<file path="config.mk">
export PLATFORM = sky130hd
export DESIGN_NAME = ordered_list_append_delete_key
export DESIGN_NICKNAME = d
export VERILOG_FILES = /design/src/oladk_pkg.sv /design/src/oladk_ctrl.sv /design/src/oladk_dp.sv /design/src/ordered_list_append_delete_key.sv
export SDC_FILE = /design/constraint.sdc
export NUM_CORES = 1
export LEC_CHECK = 0
export ABC_AREA = 0
export BUFFER_PORTS_ARGS = -buffer_cell sky130_fd_sc_hd__buf_2
export CAP_MARGIN = 20
export CORE_MARGIN = 3
export CORE_UTILIZATION = 45
export DETAILED_ROUTE_END_ITERATION = 7
export PLACE_DENSITY = 0.68
export SYNTH_ARGS = -nofsm -noshare
export SYNTH_HDL_FRONTEND = slang
export SYNTH_SLANG_ARGS = --single-unit
</file>
<file path="constraint.sdc">
create_clock -name clk_i -period 3.6 [get_ports clk_i]
set_input_delay 0.54 -clock clk_i [delete_from_list [all_inputs] [get_ports clk_i]]
set_output_delay 0.54 -clock clk_i [all_outputs]
set_load 0.02 [all_outputs]
</file>
<file path="src/oladk_pkg.sv">
// Package: request and status codes, controller states and control structs.
package oladk_pkg;

  typedef enum logic [1:0] {
    REQ_APPEND = 2'd0,
    REQ_DELETE = 2'd1,
    REQ_DUMP   = 2'd2
  } req_e;

  typedef enum logic [2:0] {
    ST_OK        = 3'd0,
    ST_NOT_FOUND = 3'd1,
    ST_FULL      = 3'd2,
    ST_LISTED    = 3'd3,
    ST_EMPTY     = 3'd4
  } status_e;

  typedef enum logic [2:0] {
    S_IDLE,
    S_APPEND,
    S_SRCH_RD,
    S_SRCH_CMP,
    S_SHIFT_RD,
    S_SHIFT_WR,
    S_DUMP_RD,
    S_DUMP_OUT
  } state_e;

  typedef struct packed {
    logic    ld_key;
    logic    clr_ptr;
    logic    inc_ptr;
    logic    rd_en;
    logic    rd_next;
    logic    wr_en;
    logic    wr_tail;
    logic    cnt_inc;
    logic    cnt_dec;
    logic    emit;
    status_e status;
    logic    use_rdata;
    logic    last;
  } ctl_t;

  typedef struct packed {
    logic cnt_zero;
    logic full;
    logic ptr_end;
    logic next_end;
    logic match;
  } sts_t;

endpackage

</file>
<file path="src/oladk_ctrl.sv">
// Controller: sequences append, search-and-shift delete and dump over the datapath.
module oladk_ctrl (
  input  logic              clk_i,
  input  logic              rst_ni,
  input  logic              start_i,
  input  logic [1:0]        req_type_i,
  input  oladk_pkg::sts_t   sts_i,
  output logic              busy_o,
  output oladk_pkg::ctl_t   ctl_o
);

  oladk_pkg::state_e state_q, state_d;

  always_ff @(posedge clk_i or negedge rst_ni) begin
    if (!rst_ni) begin
      state_q <= oladk_pkg::S_IDLE;
    end else begin
      state_q <= state_d;
    end
  end

  assign busy_o = (state_q != oladk_pkg::S_IDLE);

  always_comb begin
    state_d = state_q;
    case (state_q)
      oladk_pkg::S_IDLE: begin
        if (start_i) begin
          case (req_type_i)
            oladk_pkg::REQ_APPEND: state_d = oladk_pkg::S_APPEND;
            oladk_pkg::REQ_DELETE: state_d = oladk_pkg::S_SRCH_RD;
            oladk_pkg::REQ_DUMP: begin
              if (!sts_i.cnt_zero) begin
                state_d = oladk_pkg::S_DUMP_RD;
              end
            end
            default: state_d = oladk_pkg::S_IDLE;
          endcase
        end
      end
      oladk_pkg::S_APPEND:   state_d = oladk_pkg::S_IDLE;
      oladk_pkg::S_SRCH_RD: begin
        state_d = sts_i.ptr_end ? oladk_pkg::S_IDLE : oladk_pkg::S_SRCH_CMP;
      end
      oladk_pkg::S_SRCH_CMP: begin
        state_d = sts_i.match ? oladk_pkg::S_SHIFT_RD : oladk_pkg::S_SRCH_RD;
      end
      oladk_pkg::S_SHIFT_RD: begin
        state_d = sts_i.next_end ? oladk_pkg::S_IDLE : oladk_pkg::S_SHIFT_WR;
      end
      oladk_pkg::S_SHIFT_WR: state_d = oladk_pkg::S_SHIFT_RD;
      oladk_pkg::S_DUMP_RD:  state_d = oladk_pkg::S_DUMP_OUT;
      oladk_pkg::S_DUMP_OUT: begin
        state_d = sts_i.next_end ? oladk_pkg::S_IDLE : oladk_pkg::S_DUMP_RD;
      end
      default: state_d = oladk_pkg::S_IDLE;
    endcase
  end

  always_comb begin
    ctl_o = '0;
    ctl_o.status = oladk_pkg::ST_OK;
    case (state_q)
      oladk_pkg::S_IDLE: begin
        if (start_i) begin
          ctl_o.ld_key  = 1'b1;
          ctl_o.clr_ptr = 1'b1;
          if ((req_type_i == oladk_pkg::REQ_DUMP) && sts_i.cnt_zero) begin
            ctl_o.emit   = 1'b1;
            ctl_o.status = oladk_pkg::ST_EMPTY;
            ctl_o.last   = 1'b1;
          end
        end
      end
      oladk_pkg::S_APPEND: begin
        ctl_o.emit = 1'b1;
        ctl_o.last = 1'b1;
        if (sts_i.full) begin
          ctl_o.status = oladk_pkg::ST_FULL;
        end else begin
          ctl_o.wr_en   = 1'b1;
          ctl_o.wr_tail = 1'b1;
          ctl_o.cnt_inc = 1'b1;
        end
      end
      oladk_pkg::S_SRCH_RD: begin
        if (sts_i.ptr_end) begin
          ctl_o.emit   = 1'b1;
          ctl_o.status = oladk_pkg::ST_NOT_FOUND;
          ctl_o.last   = 1'b1;
        end else begin
          ctl_o.rd_en = 1'b1;
        end
      end
      oladk_pkg::S_SRCH_CMP: begin
        ctl_o.inc_ptr = !sts_i.match;
      end
      oladk_pkg::S_SHIFT_RD: begin
        if (sts_i.next_end) begin
          ctl_o.cnt_dec = 1'b1;
          ctl_o.emit    = 1'b1;
          ctl_o.last    = 1'b1;
        end else begin
          ctl_o.rd_en   = 1'b1;
          ctl_o.rd_next = 1'b1;
        end
      end
      oladk_pkg::S_SHIFT_WR: begin
        ctl_o.wr_en   = 1'b1;
        ctl_o.inc_ptr = 1'b1;
      end
      oladk_pkg::S_DUMP_RD: begin
        ctl_o.rd_en = 1'b1;
      end
      oladk_pkg::S_DUMP_OUT: begin
        ctl_o.emit      = 1'b1;
        ctl_o.status    = oladk_pkg::ST_LISTED;
        ctl_o.use_rdata = 1'b1;
        ctl_o.last      = sts_i.next_end;
        ctl_o.inc_ptr   = 1'b1;
      end
      default: ctl_o = '0;
    endcase
  end

endmodule

</file>
<file path="src/oladk_dp.sv">
// Datapath: entry memory, count, walk pointer, key and result registers.
module oladk_dp #(
  parameter int DEPTH = 16
) (
  input  logic               clk_i,
  input  logic               rst_ni,
  input  logic signed [31:0] value_i,
  input  oladk_pkg::ctl_t    ctl_i,
  output oladk_pkg::sts_t    sts_o,
  output logic               strobe_o,
  output logic [2:0]         status_o,
  output logic signed [31:0] entry_value_o,
  output logic               last_o
);

  localparam int CW = $clog2(DEPTH + 1);
  localparam int AW = (DEPTH > 1) ? $clog2(DEPTH) : 1;
  localparam logic [CW-1:0] DepthC = CW'(DEPTH);

  logic [31:0]   mem_q [DEPTH];
  logic [31:0]   rdata_q;
  logic [31:0]   key_q;
  logic [CW-1:0] count_q, count_d;
  logic [CW-1:0] ptr_q, ptr_d;
  logic [CW:0]   ptr_p1;
  logic [AW-1:0] raddr, waddr;
  logic [31:0]   wdata;
  logic          res_valid_q;
  logic [2:0]    res_status_q;
  logic [31:0]   res_value_q;
  logic          res_last_q;

  assign ptr_p1 = {1'b0, ptr_q} + 1'b1;
  assign raddr  = ctl_i.rd_next ? ptr_p1[AW-1:0] : ptr_q[AW-1:0];
  assign waddr  = ctl_i.wr_tail ? count_q[AW-1:0] : ptr_q[AW-1:0];
  assign wdata  = ctl_i.wr_tail ? key_q : rdata_q;

  always_ff @(posedge clk_i) begin
    if (ctl_i.wr_en) begin
      mem_q[waddr] <= wdata;
    end
    if (ctl_i.rd_en) begin
      rdata_q <= mem_q[raddr];
    end
    if (ctl_i.ld_key) begin
      key_q <= value_i;
    end
    if (ctl_i.emit) begin
      res_status_q <= ctl_i.status;
      res_value_q  <= ctl_i.use_rdata ? rdata_q : '0;
      res_last_q   <= ctl_i.last;
    end
  end

  always_comb begin
    count_d = count_q;
    if (ctl_i.cnt_inc) begin
      count_d = count_q + 1'b1;
    end else if (ctl_i.cnt_dec) begin
      count_d = count_q - 1'b1;
    end
    ptr_d = ptr_q;
    if (ctl_i.clr_ptr) begin
      ptr_d = '0;
    end else if (ctl_i.inc_ptr) begin
      ptr_d = ptr_p1[CW-1:0];
    end
  end

  always_ff @(posedge clk_i or negedge rst_ni) begin
    if (!rst_ni) begin
      count_q     <= '0;
      ptr_q       <= '0;
      res_valid_q <= 1'b0;
    end else begin
      count_q     <= count_d;
      ptr_q       <= ptr_d;
      res_valid_q <= ctl_i.emit;
    end
  end

  assign sts_o.cnt_zero = (count_q == '0);
  assign sts_o.full     = (count_q == DepthC);
  assign sts_o.ptr_end  = (ptr_q == count_q);
  assign sts_o.next_end = (ptr_p1 == {1'b0, count_q});
  assign sts_o.match    = (rdata_q == key_q);

  assign strobe_o      = res_valid_q;
  assign status_o      = res_status_q;
  assign entry_value_o = res_value_q;
  assign last_o        = res_last_q;

endmodule

</file>
<file path="src/ordered_list_append_delete_key.sv">
// Bounded ordered list of signed values: append, delete first match, dump.
// A delete searches from the head and then shifts the later entries down; a dump
// shows the entries in order, and an empty list gives a single ST_EMPTY item.
// One request at a time: a new one is taken only while busy_o is low.
// Reset: asynchronous, active low; empties the list, entries are not cleared.
// Results cannot be stalled: each is shown for one cycle under strobe_o.
module ordered_list_append_delete_key #(
  parameter int DEPTH = 16
) (
  input  logic               clk_i,
  input  logic               rst_ni,
  input  logic               start_i,
  output logic               busy_o,
  input  logic [1:0]         req_type_i,
  input  logic signed [31:0] value_i,
  output logic               strobe_o,
  output logic [2:0]         status_o,
  output logic signed [31:0] entry_value_o,
  output logic               last_o
);

  oladk_pkg::ctl_t ctl;
  oladk_pkg::sts_t sts;

  oladk_ctrl u_ctrl (
    .clk_i      (clk_i),
    .rst_ni     (rst_ni),
    .start_i    (start_i),
    .req_type_i (req_type_i),
    .sts_i      (sts),
    .busy_o     (busy_o),
    .ctl_o      (ctl)
  );

  oladk_dp #(
    .DEPTH (DEPTH)
  ) u_dp (
    .clk_i         (clk_i),
    .rst_ni        (rst_ni),
    .value_i       (value_i),
    .ctl_i         (ctl),
    .sts_o         (sts),
    .strobe_o      (strobe_o),
    .status_o      (status_o),
    .entry_value_o (entry_value_o),
    .last_o        (last_o)
  );

endmodule

</file>
==> results.md <==
Timing:
- In this run the tightest slew margin relative to its limit is between 30 and 40%.
- For the final database, setup skew stands at 0.0173 ns.
- The worst path in the final design needs a cycle of ~3.5 ns, including I/O delays and setup.
- The final hold violation count is 0.
- The worst-case setup margin in the final layout is 0.149 ns.
- The count of final max-slew check failures is 0.
- The transition at the pin with the smallest max-transition slack is 1.01 ns.
- The worst-case hold slack is 0.0844 ns.
- The number of failing setup endpoints in the final timing report is 0.
- Setup repair after global routing could not meet its margin everywhere.
- Derived from the worst setup path, the maximum achievable clock frequency is 0.290 GHz.
- Dividing the final minimum period by the clock period gives between 90 and 100%.

Critical path:
- The nature of the critical path startpoint is a register.
- The largest driver fanout on the critical path is 11.
- The start-to-end type of the worst setup path is reg -> reg.
- The dominant delay contributor by cell family on the critical path is compound AO/OA/AOI/OAI gates.
- Walking the worst path, the cells encountered are ha_2 > xnor2_1 > o211ai_1 > o41a_4 > nand3_2 > and2_4 > buf_4 > mux4_2 > nor2_1 > o22ai_1.
- The library cell contributing the largest single delay on the critical path is sky130_fd_sc_hd__o41a_4.
- STA puts the critical path data required time at about 4.0 ns.
- The critical path's largest stage delay is just under 0.6 ns.
- Data on the critical path arrives at its endpoint at 3.82 ns.
- The type of destination of the critical path is a register.
- The buffer and inverter count on the worst path is 1.

CTS:
- Clock latency on the worst-skew pair, taken at its later pin, is 0.63 ns.
- The TritonCTS clock tree is yes.
- The tree is rooted in a sky130_fd_sc_hd__clkbuf_16.
- The depth of the CTS H-tree is 2.
- The post-CTS setup buffer count is 0.
- The register clock-pin slew on the reported worst setup and hold paths is approximately 0.060 ns.
- No sink is reached through more buffers than the 3 on the longest clock path.
- The number of buffers created by CTS is 60.
- The total clock sinks is about 630.

Synth:
- The most instantiated flip-flop cell in the synthesis netlist is sky130_fd_sc_hd__edfxtp_1.
- In this run the mean area of a mapped cell was 15.8 µm².
- The proportion of synthesized chip area in sequential cells is 70.5%.
- The gate count after technology mapping is 1,686.
- The post-synthesis cell type count is 57.
- The cell area after synthesis is 26,600 µm².
- The fraction of synthesis flops using an asynchronous set or reset pin is 2.24%.
- The number of flip-flops and latches in the synthesized netlist is ~630.
- The number of nets in the synthesized netlist is ~1,700.
- In this run, synthesis inferred about 610 flip-flops with an integrated enable.
- The count of warnings emitted by yosys is 0.

Power:
- The switching share of power is between 30% and 40%.
- Combinational cells account for between 40% and 50% of the total power.
- In this run the static leakage power is 0.0101 µW.
- The areal power density over the cells is just over 1000 nW/µm².
- The clock network burns between 20% and 30% of the power.
- The internal power of the cells totals ~19,000 µW.
- The maximum vdd ir drop is slightly below 900 µV.
- The share of total power dissipated in sequential elements is 36.3%.
- The overall power consumption is a little over 30,000 µW.
- The switching power is between 10,000 and 15,000 µW.

Die:
- Measured along the x axis, the die boundary spans ~250 µm.
- The die area is between 60,000 and 70,000 µm².
- From bottom edge to top edge, the die measures between 200 and 250 µm.
- The core region is roughly 58,000 µm².
- In this run the core area contains between 80 and 90 standard-cell rows.
- Once the floorplan was initialized, standard cells occupied ~46% of the core.
- between 70 and 80 I/O pins were placed.

GRT:
- The number of global-route vias before repair is roughly 16,000.
- After global routing the overflow that remains totals 0.
- The pin count of the biggest net entering global routing is 75.
- The number of antenna violations at the first check in global routing is 0.
- The total global-route track usage is between 20% and 30%.
- The global-route wire length before repair is 102,000 µm.

Drt:
- The post-route antenna net violation count is 0.
- After the first detailed-routing iteration, the DRC count stood at approximately 1,800.
- The number of DRC violations after detailed routing is 0.
- The mean number of vias per cell is between 6 and 7.
- The first TritonRoute pass finished after 5 iterations.
- Wires add up to 69,100 µm.
- After detailed routing, the average wire length per cell comes to 26.7 µm.
- Across all layers, the routed design uses around 16,000 vias.

Placement:
- The count of buffers added on input and output ports is between 70 and 80.
- Once placement completed, the tool counted placed cells totaling 2,479.
- The worst slack at placement is ~0.16 ns.
- Routability-driven placement finished with a final weighted congestion of between 0.7 and 0.8.
- Once detailed placement completed, the half-perimeter wirelength came to ~39,000 µm.

Layout:
- The number of fill cells is about 4,500.
- The final net count is around 1,800.
- The final standard cell count with taps included and fillers excluded is around 2,600.
- The repair_antennas step left the layout with diodes totalling 0.
- The fraction of final layout cells sized beyond drive strength 1 is 20.9%.
- The area growth from synthesis to layout is 14.4%.

Min path:
- The min-delay analysis places its worst path in the category in -> reg.

Run status:
- The run finished with clean final reports.

Run:
- The max capacitance violation total is 0.
## metrics by stage
| step | util [%] | setup TNS (ns) | instance area (µm²) |
|---|---|---|---|
| floorplan | - | -44.31 | 26600 |
| global placement | 49.0 | 0 | 28500 |
| detailed placement | 49.0 | 0 | 28500 |
| CTS | 52.4 | 0 | 30400 |
| global route | 52.4 | -0.0922 | 30400 |
| finish | 52.4 | 0 | 30400 |
## final cells by class
| type | count | area [µm²] | area share, % |
|---|---|---|---|
| Timing Repair Buffer | 145 | 1280 | 4.23 |
| Clock buffer | 70 | 1560 | 5.13 |
| Multi-Input combinational cell | 928 | 7440 | 24.5 |
| Inverter | 16 | 60.1 | 0.198 |
| Clock inverter | 36 | 373 | 1.23 |
| Tap cell | 765 | 957 | 3.15 |
| Sequential cell | 626 | 18700 | 61.6 |
## flip-flops by register name, summed over array words and instances (netlist names)
register,cells
u_ctrl.state_q,3
u_dp.count_q,5
u_dp.entry_value_o,32
u_dp.key_q,32
u_dp.last_o,1
u_dp.mem_q,512
u_dp.ptr_q,5
u_dp.rdata_q,32
u_dp.status_o,3
u_dp.strobe_o,1
## synthesized netlist by cell type, types with 10 or more instances
| library cell | number | share of area, % |
|---|---|---|
| sky130_fd_sc_hd__nor4_1 | 12 | 0.28 |
| sky130_fd_sc_hd__nor3_1 | 102 | 1.9 |
| sky130_fd_sc_hd__o21ai_0 | 55 | 1.0 |
| sky130_fd_sc_hd__and2_1 | 37 | 0.87 |
| sky130_fd_sc_hd__mux2_2 | 63 | 2.7 |
| sky130_fd_sc_hd__dfrtp_1 | 14 | 1.3 |
| sky130_fd_sc_hd__clkbuf_1 | 79 | 1.1 |
| sky130_fd_sc_hd__edfxtp_1 | 612 | 69 |
| sky130_fd_sc_hd__nor2_1 | 93 | 1.3 |
| sky130_fd_sc_hd__mux2i_1 | 118 | 4.4 |
| sky130_fd_sc_hd__xor2_1 | 38 | 1.3 |
| sky130_fd_sc_hd__o211ai_1 | 26 | 0.73 |
| sky130_fd_sc_hd__a221o_1 | 33 | 1.2 |
| sky130_fd_sc_hd__a31oi_1 | 10 | 0.24 |
| sky130_fd_sc_hd__nand2_1 | 26 | 0.37 |
| sky130_fd_sc_hd__mux4_2 | 45 | 3.8 |
| sky130_fd_sc_hd__inv_1 | 16 | 0.23 |
| sky130_fd_sc_hd__a21oi_1 | 16 | 0.30 |
| sky130_fd_sc_hd__o22ai_1 | 177 | 4.2 |
| sky130_fd_sc_hd__buf_1 | 11 | 0.16 |
| sky130_fd_sc_hd__buf_2 | 12 | 0.23 |
## power groups by stage
stage | Clock, µW | Combinational, µW | Sequential, µW
finish | 6240 | 13400 | 11200
global route | 6620 | 14300 | 11300
CTS | 6330 | 13300 | 11200
detailed placement | 0 | 13200 | 11300
global placement | 0 | 12800 | 11300
floorplan | 0 | 8940 | 11400
## routing by layer
layer | wire [µm] | track usage, % | vias up
li1 | - | - | 6984
met1 | 26900 | 28.0 | 8271
met2 | 34300 | 37.2 | 778
met3 | 5140 | 3.11 | 158
met4 | 2720 | 8.99 | 0
met5 | 0 | 0 | -
## timing repair
| item | 4_1_cts | 5_1_grt |
|---|---|---|
| gates resized for setup | 0 | 1 |
| hold buffers | 1 | 0 |
| hold endpoints to repair | 14 | 0 |
| setup endpoints to repair | 0 | 35 |
## final timing paths
check	slack (ns)	to	cells past startpoint	start
worst max-delay path	0.15	u_dp.rdata_q[20]	10	u_dp.ptr_q[1]
worst min-delay path	0.08	u_dp.key_q[13]	1	value_i[13]
worst max register to register	0.15	u_dp.rdata_q[20]	10	u_dp.ptr_q[1]
worst min register to register	0.55	u_dp.count_q[4]	1	u_dp.count_q[4]
max in group asynchronous	2.95	u_dp.ptr_q[0]	2	rst_ni
min in group asynchronous	0.36	u_dp.strobe_o	2	rst_ni
## cells in the final DEF (no fill, tap or decap), types with 10 or more instances in the layout
cell / count
sky130_fd_sc_hd__dfrtp_1: 12
sky130_fd_sc_hd__inv_1: 14
sky130_fd_sc_hd__mux4_2: 45
sky130_fd_sc_hd__clkinv_2: 12
sky130_fd_sc_hd__a21oi_1: 16
sky130_fd_sc_hd__buf_12: 30
sky130_fd_sc_hd__edfxtp_1: 612
sky130_fd_sc_hd__nor2_1: 74
sky130_fd_sc_hd__and2_1: 36
sky130_fd_sc_hd__o211ai_1: 26
sky130_fd_sc_hd__o21ai_0: 55
sky130_fd_sc_hd__mux2i_1: 118
sky130_fd_sc_hd__nor3_1: 101
sky130_fd_sc_hd__nor2_4: 17
sky130_fd_sc_hd__o22ai_1: 175
sky130_fd_sc_hd__buf_4: 39
sky130_fd_sc_hd__mux2_2: 63
sky130_fd_sc_hd__a31oi_1: 10
sky130_fd_sc_hd__xor2_1: 37
sky130_fd_sc_hd__clkinv_1: 15
sky130_fd_sc_hd__nor4_1: 12
sky130_fd_sc_hd__nand2_1: 25
sky130_fd_sc_hd__buf_2: 74
sky130_fd_sc_hd__a221o_1: 33
sky130_fd_sc_hd__clkbuf_16: 61
## kinds of logic (layout without fill, tap and decap cells)
group	Yosys count	count (layout)	synth area share [%]
adder cells (fa/ha/maj)	8	8	0.405
XOR/XNOR	49	49	1.70
buffers and inverters	132	267	2.31
flip-flops	626	626	70.5
AND/OR/NAND/NOR	297	297	5.39
multiplexers	226	226	10.9
AO/OA/AOI/OAI	348	348	8.79
(Power assumes the default switching activity.)
